**config.mk**
```make
export PLATFORM = sky130hd
export DESIGN_NAME = string_command_frame_parser
export DESIGN_NICKNAME = d
export VERILOG_FILES = /design/src/rtl/scfp_pkg.sv /design/src/rtl/string_command_frame_parser.sv /design/src/rtl/scfp_front.sv /design/src/rtl/scfp_queue.sv /design/src/rtl/scfp_back.sv
export SDC_FILE = /design/constraint.sdc
export NUM_CORES = 1
export LEC_CHECK = 0
export ABC_AREA = 0
export BUFFER_PORTS_ARGS = -buffer_cell sky130_fd_sc_hd__buf_2
export CORE_ASPECT_RATIO = 1.2
export CORE_UTILIZATION = 30
export DETAILED_ROUTE_END_ITERATION = 7
export GPL_ROUTABILITY_DRIVEN = 0
export PLACE_DENSITY = 0.45
export SLEW_MARGIN = 0
export SYNTH_ARGS = -nofsm -noshare
export SYNTH_HDL_FRONTEND = slang
export SYNTH_SLANG_ARGS = --single-unit
```
**constraint.sdc**
```tcl
create_clock -name clk -period 15.7 [get_ports clk]
set_clock_uncertainty 0.2 [all_clocks]
set_input_delay 0.785 -clock clk [delete_from_list [all_inputs] [get_ports clk]]
set_output_delay 0.785 -clock clk [all_outputs]
set_load 0.05 [all_outputs]
```
**src/rtl/scfp_pkg.sv**
```systemverilog
`default_nettype none

package scfp_pkg;

    localparam int MAX_TOKENS_DEF = 4;
    localparam int VALUE_BITS_DEF = 32;
    localparam int VALUE_W        = 32;
    localparam int QUEUE_DEPTH    = 2;

    localparam int REG_W  = 32;
    localparam int ADDR_W = 4;

    typedef logic [3:0] status_t;

    localparam status_t ST_OK          = 4'd0;
    localparam status_t ST_TOO_LARGE   = 4'd1;
    localparam status_t ST_BAD_OPCODE  = 4'd2;
    localparam status_t ST_NO_TERM     = 4'd3;
    localparam status_t ST_EMBED_NUL   = 4'd4;
    localparam status_t ST_CONTROL     = 4'd5;
    localparam status_t ST_INJECTION   = 4'd6;
    localparam status_t ST_UNSUPPORTED = 4'd7;
    localparam status_t ST_ARG_COUNT   = 4'd8;
    localparam status_t ST_BAD_COUNT   = 4'd9;
    localparam status_t ST_BAD_CHECK   = 4'd10;
    localparam status_t ST_OVERFLOW    = 4'd11;
    localparam status_t ST_TRAILING    = 4'd12;

    localparam logic [1:0] REG_FILLER  = 2'd0;
    localparam logic [1:0] REG_OPCODE  = 2'd1;
    localparam logic [1:0] REG_MAX_LEN = 2'd2;

    localparam logic [7:0]  FILLER_RST  = 8'd1;
    localparam logic [7:0]  OPCODE_RST  = 8'd3;
    localparam logic [10:0] MAX_LEN_RST = 11'd512;

    localparam logic [7:0] CH_SPACE  = 8'h20;
    localparam logic [7:0] CH_DEL    = 8'h7F;
    localparam logic [7:0] CH_SEMI   = 8'h3B;
    localparam logic [7:0] CH_NUL    = 8'h00;
    localparam logic [7:0] CH_ZERO   = 8'h30;
    localparam logic [7:0] CH_NINE   = 8'h39;

    localparam logic [3:0] KW_LEN      = 4'd5;
    localparam logic [3:0] KW_MISMATCH = 4'd15;

    localparam int FL_NONDIGIT = 0;
    localparam int FL_OVERFLOW = 1;

    typedef struct packed {
        logic [7:0]  filler_opcode;
        logic [7:0]  command_opcode;
        logic [10:0] max_payload_bytes;
    } scfp_cfg_t;

    typedef struct packed {
        logic [7:0] data;
        logic       is_text;
        logic       last;
        status_t    pre_status;
    } scfp_req_t;

    function automatic logic [7:0] kw_char(input logic [2:0] idx);
        logic [7:0] ch;
        case (idx)
            3'd0: ch = 8'h73;
            3'd1: ch = 8'h70;
            3'd2: ch = 8'h61;
            3'd3: ch = 8'h77;
            3'd4: ch = 8'h6E;
            default: ch = CH_NUL;
        endcase
        return ch;
    endfunction

endpackage

`default_nettype wire

```
**src/rtl/string_command_frame_parser.sv**
```systemverilog
// String command frame parser.
// Input queue side: one packet byte per request (packet_byte, last_byte),
// taken on push while full is low. Output queue side: one request per
// packet, presented while empty is low and taken on pop.
// Each byte is classified by the front end (framing, length) and passed
// through a two-entry queue to the back end, which tracks tokens and the
// decimal accumulators (one shared multiply-by-ten adder).
// Throughput: one byte per cycle while results are popped; the back end takes
// one queue entry per cycle but stalls on a last byte while a result waits.
// The result is registered as the back end takes its last byte from the queue.
// If the result is not popped, the next packet's bytes keep flowing until
// its last byte reaches the back end; then the queue fills and full rises.
// Reset (rst_n low, async) empties both queues, drops any partial packet
// and loads the configuration defaults: filler 1, opcode 3, length 512.
// Config: APB writes at 0x0 filler, 0x4 opcode, 0x8 length limit; write
// only with no packet in flight.
`default_nettype none

module string_command_frame_parser #(
    parameter int MAX_TOKENS = scfp_pkg::MAX_TOKENS_DEF,
    parameter int VALUE_BITS = scfp_pkg::VALUE_BITS_DEF
) (
    input  wire logic                        clk,
    input  wire logic                        rst_n,
    input  wire logic                        push,
    output logic                             full,
    input  wire logic [7:0]                  packet_byte,
    input  wire logic                        last_byte,
    output logic                             empty,
    input  wire logic                        pop,
    output scfp_pkg::status_t                status,
    output logic [scfp_pkg::VALUE_W-1:0]     count_value,
    output logic [scfp_pkg::VALUE_W-1:0]     checksum_value,
    input  wire logic                        psel,
    input  wire logic                        penable,
    input  wire logic                        pwrite,
    input  wire logic [scfp_pkg::ADDR_W-1:0] paddr,
    input  wire logic [scfp_pkg::REG_W-1:0]  pwdata,
    output logic [scfp_pkg::REG_W-1:0]       prdata,
    output logic                             pready
);
    import scfp_pkg::*;

    scfp_cfg_t cfg_reg;
    scfp_req_t front_req, queue_head;
    logic      in_acc;
    logic      q_nonempty;
    logic      q_take;
    logic      cfg_wr;

    assign pready = 1'b1;
    assign cfg_wr = psel && penable && pwrite;

    always_ff @(posedge clk or negedge rst_n)
    begin
        if (!rst_n)
        begin
            cfg_reg.filler_opcode     <= FILLER_RST;
            cfg_reg.command_opcode    <= OPCODE_RST;
            cfg_reg.max_payload_bytes <= MAX_LEN_RST;
        end
        else if (cfg_wr)
        begin
            case (paddr[3:2])
                REG_FILLER:  cfg_reg.filler_opcode     <= pwdata[7:0];
                REG_OPCODE:  cfg_reg.command_opcode    <= pwdata[7:0];
                REG_MAX_LEN: cfg_reg.max_payload_bytes <= pwdata[10:0];
                default:     cfg_reg <= cfg_reg;
            endcase
        end
    end

    always_comb
    begin
        case (paddr[3:2])
            REG_FILLER:  prdata = REG_W'(cfg_reg.filler_opcode);
            REG_OPCODE:  prdata = REG_W'(cfg_reg.command_opcode);
            REG_MAX_LEN: prdata = REG_W'(cfg_reg.max_payload_bytes);
            default:     prdata = '0;
        endcase
    end

    assign in_acc = push && !full;

    scfp_front u_front (
        .clk         (clk),
        .rst_n       (rst_n),
        .cfg         (cfg_reg),
        .accept      (in_acc),
        .packet_byte (packet_byte),
        .last_byte   (last_byte),
        .req         (front_req)
    );

    scfp_queue u_queue (
        .clk      (clk),
        .rst_n    (rst_n),
        .wr_en    (in_acc),
        .wr_data  (front_req),
        .full     (full),
        .rd_en    (q_take),
        .rd_data  (queue_head),
        .nonempty (q_nonempty)
    );

    scfp_back #(
        .MAX_TOKENS (MAX_TOKENS),
        .VALUE_BITS (VALUE_BITS)
    ) u_back (
        .clk            (clk),
        .rst_n          (rst_n),
        .req_valid      (q_nonempty),
        .req            (queue_head),
        .req_take       (q_take),
        .empty          (empty),
        .pop            (pop),
        .status         (status),
        .count_value    (count_value),
        .checksum_value (checksum_value)
    );

endmodule

`default_nettype wire

```
**src/rtl/scfp_front.sv**
```systemverilog
`default_nettype none

module scfp_front (
    input  wire logic               clk,
    input  wire logic               rst_n,
    input  wire scfp_pkg::scfp_cfg_t cfg,
    input  wire logic               accept,
    input  wire logic [7:0]         packet_byte,
    input  wire logic               last_byte,
    output scfp_pkg::scfp_req_t     req
);
    import scfp_pkg::*;

    typedef enum logic [1:0] {
        PH_LEAD,
        PH_TEXT,
        PH_TRAIL
    } phase_t;

    phase_t      phase_reg, phase_next;
    status_t     ferr_reg, ferr_next;
    logic [10:0] cnt_reg, cnt_next;
    logic        is_text;
    status_t     pre_status;

    always_comb
    begin
        cnt_next   = (cnt_reg != '1) ? cnt_reg + 11'd1 : cnt_reg;
        phase_next = phase_reg;
        ferr_next  = ferr_reg;
        is_text    = 1'b0;
        if (ferr_reg == ST_OK)
        begin
            case (phase_reg)
                PH_LEAD:
                begin
                    if (packet_byte == cfg.filler_opcode)
                    begin
                        phase_next = PH_LEAD;
                    end
                    else if (packet_byte == cfg.command_opcode)
                    begin
                        phase_next = PH_TEXT;
                    end
                    else
                    begin
                        ferr_next = ST_BAD_OPCODE;
                    end
                end
                PH_TEXT:
                begin
                    if (packet_byte == CH_NUL)
                    begin
                        phase_next = PH_TRAIL;
                    end
                    else if (packet_byte < CH_SPACE || packet_byte == CH_DEL)
                    begin
                        ferr_next = ST_CONTROL;
                    end
                    else if (packet_byte == CH_SEMI)
                    begin
                        ferr_next = ST_INJECTION;
                    end
                    else
                    begin
                        is_text = 1'b1;
                    end
                end
                PH_TRAIL:
                begin
                    if (packet_byte != cfg.filler_opcode)
                    begin
                        ferr_next = (packet_byte == CH_NUL) ? ST_EMBED_NUL : ST_TRAILING;
                    end
                end
                default:
                begin
                    phase_next = PH_LEAD;
                end
            endcase
        end

        if (cnt_next > cfg.max_payload_bytes)
        begin
            pre_status = ST_TOO_LARGE;
        end
        else if (ferr_next != ST_OK)
        begin
            pre_status = ferr_next;
        end
        else if (phase_next == PH_LEAD)
        begin
            pre_status = ST_BAD_OPCODE;
        end
        else if (phase_next == PH_TEXT)
        begin
            pre_status = ST_NO_TERM;
        end
        else
        begin
            pre_status = ST_OK;
        end
    end

    assign req.data       = packet_byte;
    assign req.is_text    = is_text;
    assign req.last       = last_byte;
    assign req.pre_status = pre_status;

    always_ff @(posedge clk or negedge rst_n)
    begin
        if (!rst_n)
        begin
            phase_reg <= PH_LEAD;
            ferr_reg  <= ST_OK;
            cnt_reg   <= '0;
        end
        else if (accept)
        begin
            if (last_byte)
            begin
                phase_reg <= PH_LEAD;
                ferr_reg  <= ST_OK;
                cnt_reg   <= '0;
            end
            else
            begin
                phase_reg <= phase_next;
                ferr_reg  <= ferr_next;
                cnt_reg   <= cnt_next;
            end
        end
    end

endmodule

`default_nettype wire

```
**src/rtl/scfp_queue.sv**
```systemverilog
`default_nettype none

module scfp_queue (
    input  wire logic                clk,
    input  wire logic                rst_n,
    input  wire logic                wr_en,
    input  wire scfp_pkg::scfp_req_t wr_data,
    output logic                     full,
    input  wire logic                rd_en,
    output scfp_pkg::scfp_req_t      rd_data,
    output logic                     nonempty
);
    import scfp_pkg::*;

    localparam int PTR_W = (QUEUE_DEPTH > 1) ? $clog2(QUEUE_DEPTH) : 1;
    localparam int CNT_W = $clog2(QUEUE_DEPTH + 1);

    scfp_req_t         mem [QUEUE_DEPTH];
    logic [PTR_W-1:0]  wptr_reg, rptr_reg;
    logic [CNT_W-1:0]  cnt_reg;

    assign full     = (cnt_reg == CNT_W'(QUEUE_DEPTH));
    assign nonempty = (cnt_reg != '0);
    assign rd_data  = mem[rptr_reg];

    function automatic logic [PTR_W-1:0] ptr_inc(input logic [PTR_W-1:0] p);
        return (p == PTR_W'(QUEUE_DEPTH - 1)) ? '0 : p + PTR_W'(1);
    endfunction

    always_ff @(posedge clk)
    begin
        if (wr_en)
        begin
            mem[wptr_reg] <= wr_data;
        end
    end

    always_ff @(posedge clk or negedge rst_n)
    begin
        if (!rst_n)
        begin
            wptr_reg <= '0;
            rptr_reg <= '0;
            cnt_reg  <= '0;
        end
        else
        begin
            if (wr_en)
            begin
                wptr_reg <= ptr_inc(wptr_reg);
            end
            if (rd_en)
            begin
                rptr_reg <= ptr_inc(rptr_reg);
            end
            if (wr_en && !rd_en)
            begin
                cnt_reg <= cnt_reg + CNT_W'(1);
            end
            else if (rd_en && !wr_en)
            begin
                cnt_reg <= cnt_reg - CNT_W'(1);
            end
        end
    end

endmodule

`default_nettype wire

```
**src/rtl/scfp_back.sv**
```systemverilog
`default_nettype none

module scfp_back #(
    parameter int MAX_TOKENS = scfp_pkg::MAX_TOKENS_DEF,
    parameter int VALUE_BITS = scfp_pkg::VALUE_BITS_DEF
) (
    input  wire logic                        clk,
    input  wire logic                        rst_n,
    input  wire logic                        req_valid,
    input  wire scfp_pkg::scfp_req_t         req,
    output logic                             req_take,
    output logic                             empty,
    input  wire logic                        pop,
    output scfp_pkg::status_t                status,
    output logic [scfp_pkg::VALUE_W-1:0]     count_value,
    output logic [scfp_pkg::VALUE_W-1:0]     checksum_value
);
    import scfp_pkg::*;

    localparam int TN_W = $clog2(MAX_TOKENS + 1);
    localparam int WIDE = VALUE_BITS + 4;

    logic [TN_W-1:0]       tn_reg, tn_next;
    logic                  tle_reg, tle_next;
    logic                  pws_reg, pws_next;
    logic [3:0]            kw_reg, kw_next;
    logic [VALUE_BITS-1:0] cnt_acc_reg, cnt_acc_next;
    logic [1:0]            cnt_fl_reg, cnt_fl_next;
    logic [VALUE_BITS-1:0] chk_acc_reg, chk_acc_next;
    logic [1:0]            chk_fl_reg, chk_fl_next;
    logic                  out_valid_reg;
    status_t               status_reg;
    logic [VALUE_W-1:0]    spawn_reg, check_reg;

    logic                  pop_ok;
    logic                  feed_en;
    logic [TN_W-1:0]       feed_tok;
    logic [7:0]            ch;
    logic                  is_digit;
    logic [VALUE_BITS-1:0] acc_sel;
    logic [1:0]            fl_sel, fl_new;
    logic [WIDE-1:0]       prod;
    logic [VALUE_BITS-1:0] acc_new;
    status_t               fin_status;

    assign pop_ok   = pop && !out_valid_reg ? 1'b0 : (pop && out_valid_reg);
    assign req_take = req_valid && (!req.last || !out_valid_reg || pop_ok);
    assign ch       = req.data;
    assign is_digit = (ch >= CH_ZERO) && (ch <= CH_NINE);

    always_comb
    begin
        feed_en  = 1'b0;
        feed_tok = tn_reg;
        pws_next = pws_reg;
        tn_next  = tn_reg;
        tle_next = tle_reg;
        if (req.is_text && !tle_reg)
        begin
            if (pws_reg)
            begin
                if (ch == CH_SPACE || tn_reg >= TN_W'(MAX_TOKENS))
                begin
                    tle_next = 1'b1;
                end
                else
                begin
                    tn_next  = tn_reg + TN_W'(1);
                    pws_next = 1'b0;
                    feed_en  = 1'b1;
                    feed_tok = tn_reg + TN_W'(1);
                end
            end
            else if (ch == CH_SPACE)
            begin
                pws_next = 1'b1;
            end
            else
            begin
                feed_en = 1'b1;
            end
        end
    end

    // one multiply-by-ten unit shared by both numeric tokens
    always_comb
    begin
        acc_sel = (feed_tok == TN_W'(2)) ? cnt_acc_reg : chk_acc_reg;
        fl_sel  = (feed_tok == TN_W'(2)) ? cnt_fl_reg : chk_fl_reg;
        prod    = {1'b0, acc_sel, 3'b000} + {3'b000, acc_sel, 1'b0}
                + WIDE'(ch[3:0]);
        acc_new = acc_sel;
        fl_new  = fl_sel;
        if (!is_digit)
        begin
            fl_new[FL_NONDIGIT] = 1'b1;
        end
        else if (!fl_sel[FL_OVERFLOW])
        begin
            if (prod[WIDE-1:VALUE_BITS] != '0)
            begin
                fl_new[FL_OVERFLOW] = 1'b1;
            end
            else
            begin
                acc_new = prod[VALUE_BITS-1:0];
            end
        end
    end

    always_comb
    begin
        kw_next      = kw_reg;
        cnt_acc_next = cnt_acc_reg;
        cnt_fl_next  = cnt_fl_reg;
        chk_acc_next = chk_acc_reg;
        chk_fl_next  = chk_fl_reg;
        if (feed_en)
        begin
            if (feed_tok == TN_W'(1))
            begin
                if (kw_reg < KW_LEN && ch == kw_char(kw_reg[2:0]))
                begin
                    kw_next = kw_reg + 4'd1;
                end
                else
                begin
                    kw_next = KW_MISMATCH;
                end
            end
            else if (feed_tok == TN_W'(2))
            begin
                cnt_acc_next = acc_new;
                cnt_fl_next  = fl_new;
            end
            else if (feed_tok == TN_W'(3))
            begin
                chk_acc_next = acc_new;
                chk_fl_next  = fl_new;
            end
        end
    end

    always_comb
    begin
        if (req.pre_status != ST_OK)
        begin
            fin_status = req.pre_status;
        end
        else if (tle_reg)
        begin
            fin_status = ST_ARG_COUNT;
        end
        else if (tn_reg == '0 || kw_reg != KW_LEN)
        begin
            fin_status = ST_UNSUPPORTED;
        end
        else if (tn_reg != TN_W'(3))
        begin
            fin_status = ST_ARG_COUNT;
        end
        else if (cnt_fl_reg[FL_NONDIGIT])
        begin
            fin_status = ST_BAD_COUNT;
        end
        else if (cnt_fl_reg[FL_OVERFLOW])
        begin
            fin_status = ST_OVERFLOW;
        end
        else if (chk_fl_reg[FL_NONDIGIT])
        begin
            fin_status = ST_BAD_CHECK;
        end
        else if (chk_fl_reg[FL_OVERFLOW])
        begin
            fin_status = ST_OVERFLOW;
        end
        else
        begin
            fin_status = ST_OK;
        end
    end

    always_ff @(posedge clk or negedge rst_n)
    begin
        if (!rst_n)
        begin
            tn_reg        <= '0;
            tle_reg       <= 1'b0;
            pws_reg       <= 1'b1;
            kw_reg        <= '0;
            cnt_acc_reg   <= '0;
            cnt_fl_reg    <= '0;
            chk_acc_reg   <= '0;
            chk_fl_reg    <= '0;
            out_valid_reg <= 1'b0;
        end
        else
        begin
            if (pop_ok && !(req_take && req.last))
            begin
                out_valid_reg <= 1'b0;
            end
            if (req_take)
            begin
                if (req.last)
                begin
                    tn_reg        <= '0;
                    tle_reg       <= 1'b0;
                    pws_reg       <= 1'b1;
                    kw_reg        <= '0;
                    cnt_acc_reg   <= '0;
                    cnt_fl_reg    <= '0;
                    chk_acc_reg   <= '0;
                    chk_fl_reg    <= '0;
                    out_valid_reg <= 1'b1;
                end
                else
                begin
                    tn_reg      <= tn_next;
                    tle_reg     <= tle_next;
                    pws_reg     <= pws_next;
                    kw_reg      <= kw_next;
                    cnt_acc_reg <= cnt_acc_next;
                    cnt_fl_reg  <= cnt_fl_next;
                    chk_acc_reg <= chk_acc_next;
                    chk_fl_reg  <= chk_fl_next;
                end
            end
        end
    end

    always_ff @(posedge clk)
    begin
        if (req_take && req.last)
        begin
            status_reg <= fin_status;
            spawn_reg  <= (fin_status == ST_OK) ? VALUE_W'(cnt_acc_reg) : '0;
            check_reg  <= (fin_status == ST_OK) ? VALUE_W'(chk_acc_reg) : '0;
        end
    end

    assign empty          = !out_valid_reg;
    assign status         = status_reg;
    assign count_value    = spawn_reg;
    assign checksum_value = check_reg;

endmodule

`default_nettype wire
```
After elaboration in Yosys (flattened, before gate mapping)
Memory sizes are Yosys's and may differ from the RTL's.
Cells that the tools add are included.
Widths: inputs -> output; s select.
- register bits: 194
- bits in writable memories: 28
- word-level logic and storage cells: 212
- output and inout bits: 103
- memories kept: 1
- input port bits: 52
- muxes and demuxes: 97
- add/subtract/negate cells: 9
- magnitude comparators: 6
- reductions and logical operators: 53
- equal/unequal tests: 25
- memory list (name ; depth ; bits a word ; read ports ; clocked after Yosys merged registers in ; wr ports ; RTL line ; source):
    u_queue.mem ; 2 ; 14 ; 1 ; 0 ; 1 ; scfp_queue.sv:18 ; scfp_req_t mem [QUEUE_DEPTH];
- operator list (cell ; number):
    $mux 32 ; 13
    $mux 4 ; 24
    $add 35x33->36 ; 1
    $add 36x4->36 ; 1
    $mux 2 ; 18
    $pmux 7 s5 ; 1
    $pmux 11 s3 ; 1
    $mux 1 ; 30
    $eq 8x8->1 ; 3
    $mux 11 ; 2
    $reduce_bool 2->1 ; 9
    $eq 8x6->1 const B ; 2
    $mux 8 ; 2
    $logic_and 1x1->1 ; 13
    $eq 3x2->1 const B ; 4
    $mux 3 ; 4
    $pmux 4 s3 ; 1
    $reduce_bool 4->1 ; 3
    $add 11x1->11 const B ; 1
    $gt 11x11->1 ; 1
    $ne 11x11->1 const B ; 1
    $eq 8x7->1 const B ; 1
    $ge 8x6->1 const B ; 1
    $le 8x6->1 const B ; 1
    other kinds (27) ; 52

Logic depth before layout (Yosys ltp)
Gate-level depths: netlist (run 1).
An unclocked memory read counts as a cell.
- word-level depth: 19
- mapped depth: 23
- gate-level depth less buffers: 21

Cells and area by module
A second synthesis (run 1) with hierarchy kept.
- cell total of the unflattened synthesis: 1265
- area, all modules: 13689.4 um^2
- by module, submodules not included (module ; instances ; area each (um^2) ; seq. area each (um^2) ; cells each):
    scfp_back ; 1 ; 9193.8 ; 3995.1 ; 882
    scfp_front ; 1 ; 1801.7 ; 425.4 ; 207
    string_command_frame_parser ; 1 ; 1441.4 ; 680.7 ; 116
    scfp_queue ; 1 ; 1252.5 ; 940.9 ; 60

Least setup slack after synthesis (run 1)
OpenSTA, ideal clock, no wires.
- path kind: reg-to-reg
- from: reg u_back.pws_reg
- to: reg u_back.cnt_acc_reg[20]
- path buffers: 2
- arrival time: 5666 ps
- cell stages (with the launch flop): 21
- clock period less this slack: 5987 ps
- path slack: 9713 ps
- cell sequence: dfstp_2 > or3b_4 > nor3_4 > mux2i_4 > clkbuf_1 > mux2_2 > fa_1 > inv_1 > fa_1 > nor2b_1 > o31a_1 > o21ai_0 > a31oi_1 > a2111o_1 > a21oi_1 > o21a_1 > o31ai_1 > nand3b_2 > buf_4 > mux2_1 > a22o_1
- longest elaborated chain between the ends: 14
- elaborated cells on any way between the ends: 22
- those cells by class: 2 x add/sub; 3 x eq/ne; 13 x mux; 4 x reduce/logical
- RTL lines (element ; RTL line ; source):
    start, declared ; scfp_back.sv:25 ; logic pws_reg, pws_next;
    start signal, assigned ; scfp_back.sv:222 ; pws_reg <= pws_next;
    $mux 3 ; scfp_back.sv:60 ; if (pws_reg)
    $mux 3 ; n/a ;
    $eq 3x2->1 ; scfp_back.sv:88, scfp_back.sv:89, scfp_back.sv:131 ;
    $mux 32 ; scfp_back.sv:88 ; acc_sel = (feed_tok == TN_W'(2)) ? cnt_acc_reg : chk_acc_reg;
    $add 35x33->36 ; scfp_back.sv:90 ; prod = {1'b0, acc_sel, 3'b000} + {3'b000, acc_sel, 1'b0}
    $add 36x4->36 ; scfp_back.sv:91 ; + WIDE'(ch[3:0]);
    $reduce_bool 4->1 ; scfp_back.sv:100 ; if (prod[WIDE-1:VALUE_BITS] != '0)
    $mux 32 ; scfp_back.sv:100 ;
    $mux 32 ; scfp_back.sv:98 ; else if (!fl_sel[FL_OVERFLOW])
    $mux 32 ; scfp_back.sv:94 ; if (!is_digit)
    $mux 32 ; scfp_back.sv:131 ; else if (feed_tok == TN_W'(2))
    $mux 32 ; scfp_back.sv:120 ; if (feed_tok == TN_W'(1))
    $mux 32 ; scfp_back.sv:118 ; if (feed_en)
    $mux 32 ; scfp_back.sv:206 ; if (req.last)
    end signal, assigned ; scfp_back.sv:224 ; cnt_acc_reg <= cnt_acc_next;
    end, declared ; scfp_back.sv:27 ; logic [VALUE_BITS-1:0] cnt_acc_reg, cnt_acc_next;
Parallel ways exist; a longest one is shown, timed or not. The select of a mux whose other input is x is not followed.
A chain may end at the register's enable or synchronous reset.

Worst setup path in the final report (run 1)
- from: reg u_queue.rptr_reg
- to: reg u_back.cnt_acc_reg[20]
- longest elaborated chain between the ends: 18
- elaborated cells on any way between the ends: 36
- those cells by class: 2 x add/sub; 2 x order compare; 4 x eq/ne; 16 x mux; 11 x reduce/logical; 1 x memory
- RTL lines (element ; RTL line ; source):
    start, declared ; scfp_queue.sv:19 ; logic [PTR_W-1:0] wptr_reg, rptr_reg;
    start signal, assigned ; scfp_queue.sv:54 ; rptr_reg <= ptr_inc(rptr_reg);
    $mem_v2 2x14 (*) ; n/a ;
    $eq 8x6->1 ; scfp_back.sv:62, scfp_back.sv:74 ;
    $logic_or 1x1->1 ; scfp_back.sv:62 ; if (ch == CH_SPACE || tn_reg >= TN_W'(MAX_TOKENS))
    $mux 3 ; scfp_back.sv:62 ;
    $mux 3 ; scfp_back.sv:60 ;
    $mux 3 ; n/a ;
    $eq 3x2->1 ; scfp_back.sv:88, scfp_back.sv:89, scfp_back.sv:131 ;
    $mux 32 ; scfp_back.sv:88 ;
    [... 2 more ...] ; n/a ;
    $reduce_bool 4->1 ; scfp_back.sv:100 ;
    $mux 32 ; scfp_back.sv:100 ;
    $mux 32 ; scfp_back.sv:98 ;
    $mux 32 ; scfp_back.sv:94 ;
    $mux 32 ; scfp_back.sv:131 ;
    $mux 32 ; scfp_back.sv:120 ;
    $mux 32 ; scfp_back.sv:118 ;
    $mux 32 ; scfp_back.sv:206 ;
Mark *: on every way between the ends. The rest lies on a longest branch, timed or not. The select of a mux whose other input is x is not followed.

==> results.toml, run 1 <==
[worst_hold_path]
worstHoldPathType = "in2async"

[pwr]
p_per_area_mw_per_mm2 = 152
total_power_mw = 2.25
ir_worst_vdd_v = 0.0000873
leakagePower_nw = 6.85

[sta]
rsz0062_at_grt = "no"
setup_viol = 0
period_needed_ps = 7300
worst_pin_slew_ps = 962
hold_viol = 0
max_freq_mhz = 137
tns_ps = 0
slew_headroom_pct = 35.9
fin_ws_ps = 8400
fin_crit_sh_pct = 46.5
slew_viol_final = 0

[synthesis]
yosysSeqAreaShare_pct = 47.2
ys_types = 73
synth_edf_count = 96
synthCells = 1153
synthArstFlopShare_pct = 56.8
postSynthAreaPerCell_sq_um = 11.1
ys_ff_latch = 222
yosysWarnings = 0
syn_area_sq_mm = 0.0128
yosys_most_used_dff = "dfrtp_1"

[cells_and_area]
area_growth_pct = 15.7
final_common_cell = "dfrtp_1"
nNetsFinal = 1400
drive_gt1_share_pct = 20.2
layout_common_cells = "121 x dfrtp_1, 108 x buf_2, 96 x edfxtp_1"
fin_area_sq_mm = 0.0148
postLayoutCoreUtil_pct = 35.3
antennaDiodeCount = 0

[floorplan]
rows = 82
die_w_um = 191
start_util_pct = 30.5
core_sq_mm = 0.0420
die-area_sq_mm = 0.0435
fp.dieH_um = 228
io_pins = 155

[critical_path]
r2r-start = "u_queue.rptr_reg$_DFFE_PN0P_"
crit_path_max_incr_delay_ps = 540
path_common_cell = "buf_4"
crit_type = "reg2reg"
path_max_fanout = 37
reg2reg_depth = 22
crit_buf_inv = 4
critical_path.cell_chain = "buf_4 > mux2i_1 > or3b_4 > nor3_4 > mux2i_4 > buf_4 > mux2_2 > fa_1 > inv_1 > fa_1 > nor2b_1 > o31a_1 > o21ai_0 > a31oi_1 > a2111o_1 > a21oi_1 > o21a_1 > o31ai_1 > nand3b_2 > buf_4 > mux2_1 > a22o_1"
required_ps = 15930
critical_path_arrival_ps = 7530
ff2ff_setup_slack_ps = 8400
timing.rr.end = "u_back.cnt_acc_reg[20]$_DFFE_PN0P_"
cp_slowest_cell = "buf_4"
end_kind = "register"
critical-path-top-delay-family = "compound AO/OA/AOI/OAI gates"
worst_setup_path_start_kind = "register"

[drt]
wl_per_cell_um = 16.6
drc_errors = 0
routed_via_density = 4.81
ant_nets = 0
wl_mm = 30.3
dr.pass1.iters = 4
drt_iter0_markers = 424
dr_total_vias = 8791

[clock_network]
cts_buffer_depth = 3
tritoncts.num_buffers = 26
clk_latency_ps = 540
cts_tree = "built"
cts-root-buf = "clkbuf_16"
clk_pin_slew_ps = 60
htreeDepth = 1
clock_sinks = 222
hold_buffers = 0
ctsResizeCount = 0
post_cts_buffers = 0

[global_route]
grt_overflow = 0
grt_pass1_wl_mm = 50.1
grt_max_degree = 73
grt_pass1_vias = 9425
antenna_found_initial = 0
grtUsageTotal_pct = 14.3

[place]
place_ws_ps = 8370
port_buffers = 109
placed_cell_area_sq_mm = 0.0139
dp_hpwl_mm = 21.6

[job]
cap_violations = 0

[outcome]
status = "finished clean"
==> logic make-up (layout without fill, tap and decap cells) <==
kind of cell	after synthesis	count (layout)	synth area share, %
xor+xnor	57	57	3.90
fa+ha+maj	86	86	8.51
flops	222	222	47.2
other cells	2	22	0.0586
buf+inv	99	208	3.61
compound gates	242	242	12.9
mux	117	117	10.4
simple gates	328	328	13.4
==> routing by layer <==
layer	up-vias	share of wire, %	wire (um)	GRT usage, %
li1	4411	-	-	-
met1	4211	45	13500	17.8
met2	125	50	15000	25.3
met3	44	3.6	1100	2.06
met4	0	2.3	704	4.52
met5	-	0	0	0
==> where the power goes <==
part | internal [mW] | switching (mW) | leakage (nW) | total (mW)
Sequential | 0.754 | 0.0567 | 2.61 | 0.810
Clock | 0.394 | 0.245 | 0.441 | 0.639
Combinational | 0.210 | 0.591 | 3.80 | 0.801
==> how the worst max path moves through the flow <==
stage,cells past startpoint,slack [ps],start,to
4_1_cts,22,8350,u_queue.rptr_reg$_DFFE_PN0P_,u_back.cnt_acc_reg[20]$_DFFE_PN0P_
3_5_place_dp,22,8370,u_queue.rptr_reg$_DFFE_PN0P_,u_back.cnt_acc_reg[20]$_DFFE_PN0P_
2_1_floorplan,20,9710,u_back.pws_reg$_DFFE_PN1P_,u_back.cnt_acc_reg[20]$_DFFE_PN0P_
6_report,22,8400,u_queue.rptr_reg$_DFFE_PN0P_,u_back.cnt_acc_reg[20]$_DFFE_PN0P_
3_3_place_gp,22,8380,u_queue.rptr_reg$_DFFE_PN0P_,u_back.cnt_acc_reg[20]$_DFFE_PN0P_
5_1_grt,22,8020,u_queue.rptr_reg$_DFFE_PN0P_,u_back.cnt_acc_reg[20]$_DFFE_PN0P_
==> stage by stage <==
| step | std cells | hold WS, ps |
|---|---|---|
| final | 1828 | 125 |
| after global routing | 1828 | 192 |
| after CTS | 1828 | 139 |
| after detailed placement | 1780 | 292 |
| after global placement | 1780 | 285 |
| after floorplan | 1173 | 258 |
==> cells in the mapped netlist (11+ instances only) <==
library cell,count,area share [%]
dfrtp_1,121,24
edfxtp_1,96,22
nand2_1,85,2.5
ha_1,84,8.2
and2_1,70,3.4
mux2_2,64,5.6
o21ai_0,61,2.4
a22o_1,60,4.1
nor2_1,54,1.6
a21oi_1,47,1.8
xnor2_1,37,2.5
clkbuf_1,36,1.1
inv_1,35,1.0
mux2i_1,31,2.4
buf_4,24,1.4
nor3_1,21,0.82
xor2_1,20,1.4
nand3_1,19,0.74
nor2b_1,16,0.78
nand4_1,12,0.59
and3_1,11,0.54
mux2_4,11,1.3
==> area by class of cell <==
| class | count | area, sq um |
|---|---|---|
| flip-flops and latches | 222 | 6040 |
| multi-input cells | 852 | 6410 |
| clock buffers | 36 | 739 |
| inverters | 36 | 135 |
| fillers | 4205 | 27100 |
| repair buffers | 124 | 661 |
| well taps | 546 | 683 |
| clock inverters | 12 | 164 |
No activity file was read; power rests on OpenSTA's default activity.
==> run 2: changes to the inputs <==
PLACE_DENSITY = 0.46   (was 0.45)
clock period = 6.17 ns   (was 15.7 ns; I/O delays follow)
==> run 2 against run 1 <==
Against the previous run: count of clock-buffer cells in the layout shrank 7; sequential share of layout area shrank 0.91 points; worst setup slack worse by 8100 ps; clock power grew 120%; critical endpoint is now u_back.chk_acc_reg[18]$_DFFE_PN0P_; largest power group unchanged.
==> results.toml, run 2 (same netlist as run 1, synthesis figures left out) <==
[global_route]
grtUsageTotal_pct = 14.1
grt_pass1_vias = 9410
grt_max_degree = 72
grt_pass1_wl_mm = 49.5
antenna_found_initial = 0
grt_overflow = 0

[clock_network]
clk_latency_ps = 560
clock_sinks = 222
cts-root-buf = "clkbuf_16"
cts_buffer_depth = 3
clk_pin_slew_ps = 60
cts_tree = "built"
tritoncts.num_buffers = 25
htreeDepth = 1

[job]
cap_violations = 0

[drt]
ant_nets = 0
drc_errors = 0
wl_mm = 30.3
wl_per_cell_um = 16.1
dr_total_vias = 9089
dr.pass1.iters = 5
drt_iter0_markers = 343
routed_via_density = 4.85

[place]
dp_hpwl_mm = 22.2
place_ws_ps = -5.05
port_buffers = 109
dpl.cell_count = 1804

[floorplan]
fp.dieH_um = 228
start_util_pct = 30.5
io_pins = 155
rows = 82
die-area_sq_mm = 0.0435
core_sq_mm = 0.0420
die_w_um = 191

[sta]
worst_pin_slew_ps = 1160
slew_headroom_pct = 22.6
max_freq_mhz = 169
setup_viol = 0
fin_ws_ps = 268
period_needed_ps = 5900
fin_crit_sh_pct = 95.7
tns_ps = 0
slew_viol_final = 0
hold_viol = 0

[cells_and_area]
multiInputGateArea_sq_mm = 0.00643
stdcell_count = 1875
area_growth_pct = 18.4
layout_common_cells = "121 x dfrtp_1, 108 x buf_2, 96 x edfxtp_1"
antennaDiodeCount = 0
postLayoutCoreUtil_pct = 36.2
final_common_cell = "dfrtp_1"
nNetsFinal = 1449
drive_gt1_share_pct = 21.7
register_area_sq_mm = 0.00604
n_fill_cell = 4168

[pwr]
leakagePower_nw = 7.03
ir_worst_vdd_v = 0.000253
total_power_mw = 5.56
p_per_area_mw_per_mm2 = 366

[outcome]
status = "finished clean"

[critical_path]
required_ps = 6390
worst_setup_path_start_kind = "register"
path_max_fanout = 20
reg2reg_depth = 22
critical_path_arrival_ps = 6130
end_kind = "register"
crit_type = "reg2reg"

[worst_hold_path]
worstHoldPathType = "in2async"
## run 2: cell count changes in the layout (fill, tap and decap cells not counted), moves of 3 or more
| cell | change |
|---|---|
| clkbuf_1 | -3 |
| buf_4 | +26 |
| clkinv_1 | +3 |
| o21ai_0 | -3 |
| dlygate4sd3_1 | +22 |
| bufinv_16 | -3 |
## run 2: worst paths after layout
check	from	endpoint	slack, ps
setup / recovery	u_queue.mem[1][12]$_DFFE_PP_	u_back.chk_acc_reg[18]$_DFFE_PN0P_	270
hold / removal	rst_n	u_front.cnt_reg[0]$_DFFE_PN0P_	50
max in group asynchronous	rst_n	u_back.cnt_acc_reg[20]$_DFFE_PN0P_	4600
hold reg to reg	u_back.out_valid_reg$_DFF_PN0_	u_back.out_valid_reg$_DFF_PN0_	300
setup reg to reg	u_queue.mem[1][12]$_DFFE_PP_	u_back.chk_acc_reg[18]$_DFFE_PN0P_	270
min in group clk	penable	cfg_reg[9]$_DFFE_PN1P_	140
## run 2: metrics by stage
step	area, sq um	hold WS, ps
after floorplan	12900	-187
after global placement	14100	100
after detailed placement	14100	100
after CTS	15100	42.8
after global routing	15200	62.9
final	15200	49.1
## run 2: what timing repair did
action,4_1_cts,5_1_grt
endpoints found under the hold margin,82,0
endpoints found under the setup margin,18,64
buffers inserted,1,3
pin swaps,0,4
cloned,0,0
gates resized for setup,1,8
hold buffers,22,0
## run 2: area by class of cell
cell class / count / share of cell area, %
Tap cell: 546 / 4.50
Clock buffer: 29 / 4.29
Inverter: 36 / 0.891
Clock inverter: 16 / 0.800
Timing Repair Buffer: 174 / 7.30
Multi-Input combinational cell: 852 / 42.4
Sequential cell: 222 / 39.8
## run 2: metal layers
layer | part of all wire [%] | global-route usage [%] | vias to the layer above
met5 | 0 | 0 | -
met4 | 1.9 | 4.05 | 0
met3 | 3.9 | 2.00 | 38
met2 | 51 | 25.3 | 152
met1 | 44 | 17.3 | 4400
li1 | - | - | 4499
## run 2: worst max-delay path: stages, from the launching register on
cell and delay, ps:
edfxtp_1 400, or3b_2 540, nor4_4 320, nor3_4 100, mux2i_4 180, buf_4 140, buf_4 210, mux2_2 400
ha_1 300, ha_1 290, buf_4 120, o21ai_1 90, o21ai_0 330, nand3_1 230, a31oi_1 230, o211ai_1 160
a31o_2 270, a31oi_1 210, o31ai_2 100, nand3b_2 150, buf_12 200, mux2_2 360, a22o_1 230
## run 2: power by group
group          leakage [nW]  total (mW)  internal [mW]  switching [mW]
logic                  4.05        2.07          0.574            1.50
registers              2.61        2.07           1.92           0.148
clock network         0.374        1.42          0.799           0.622
total                  7.03        5.56           3.29            2.27
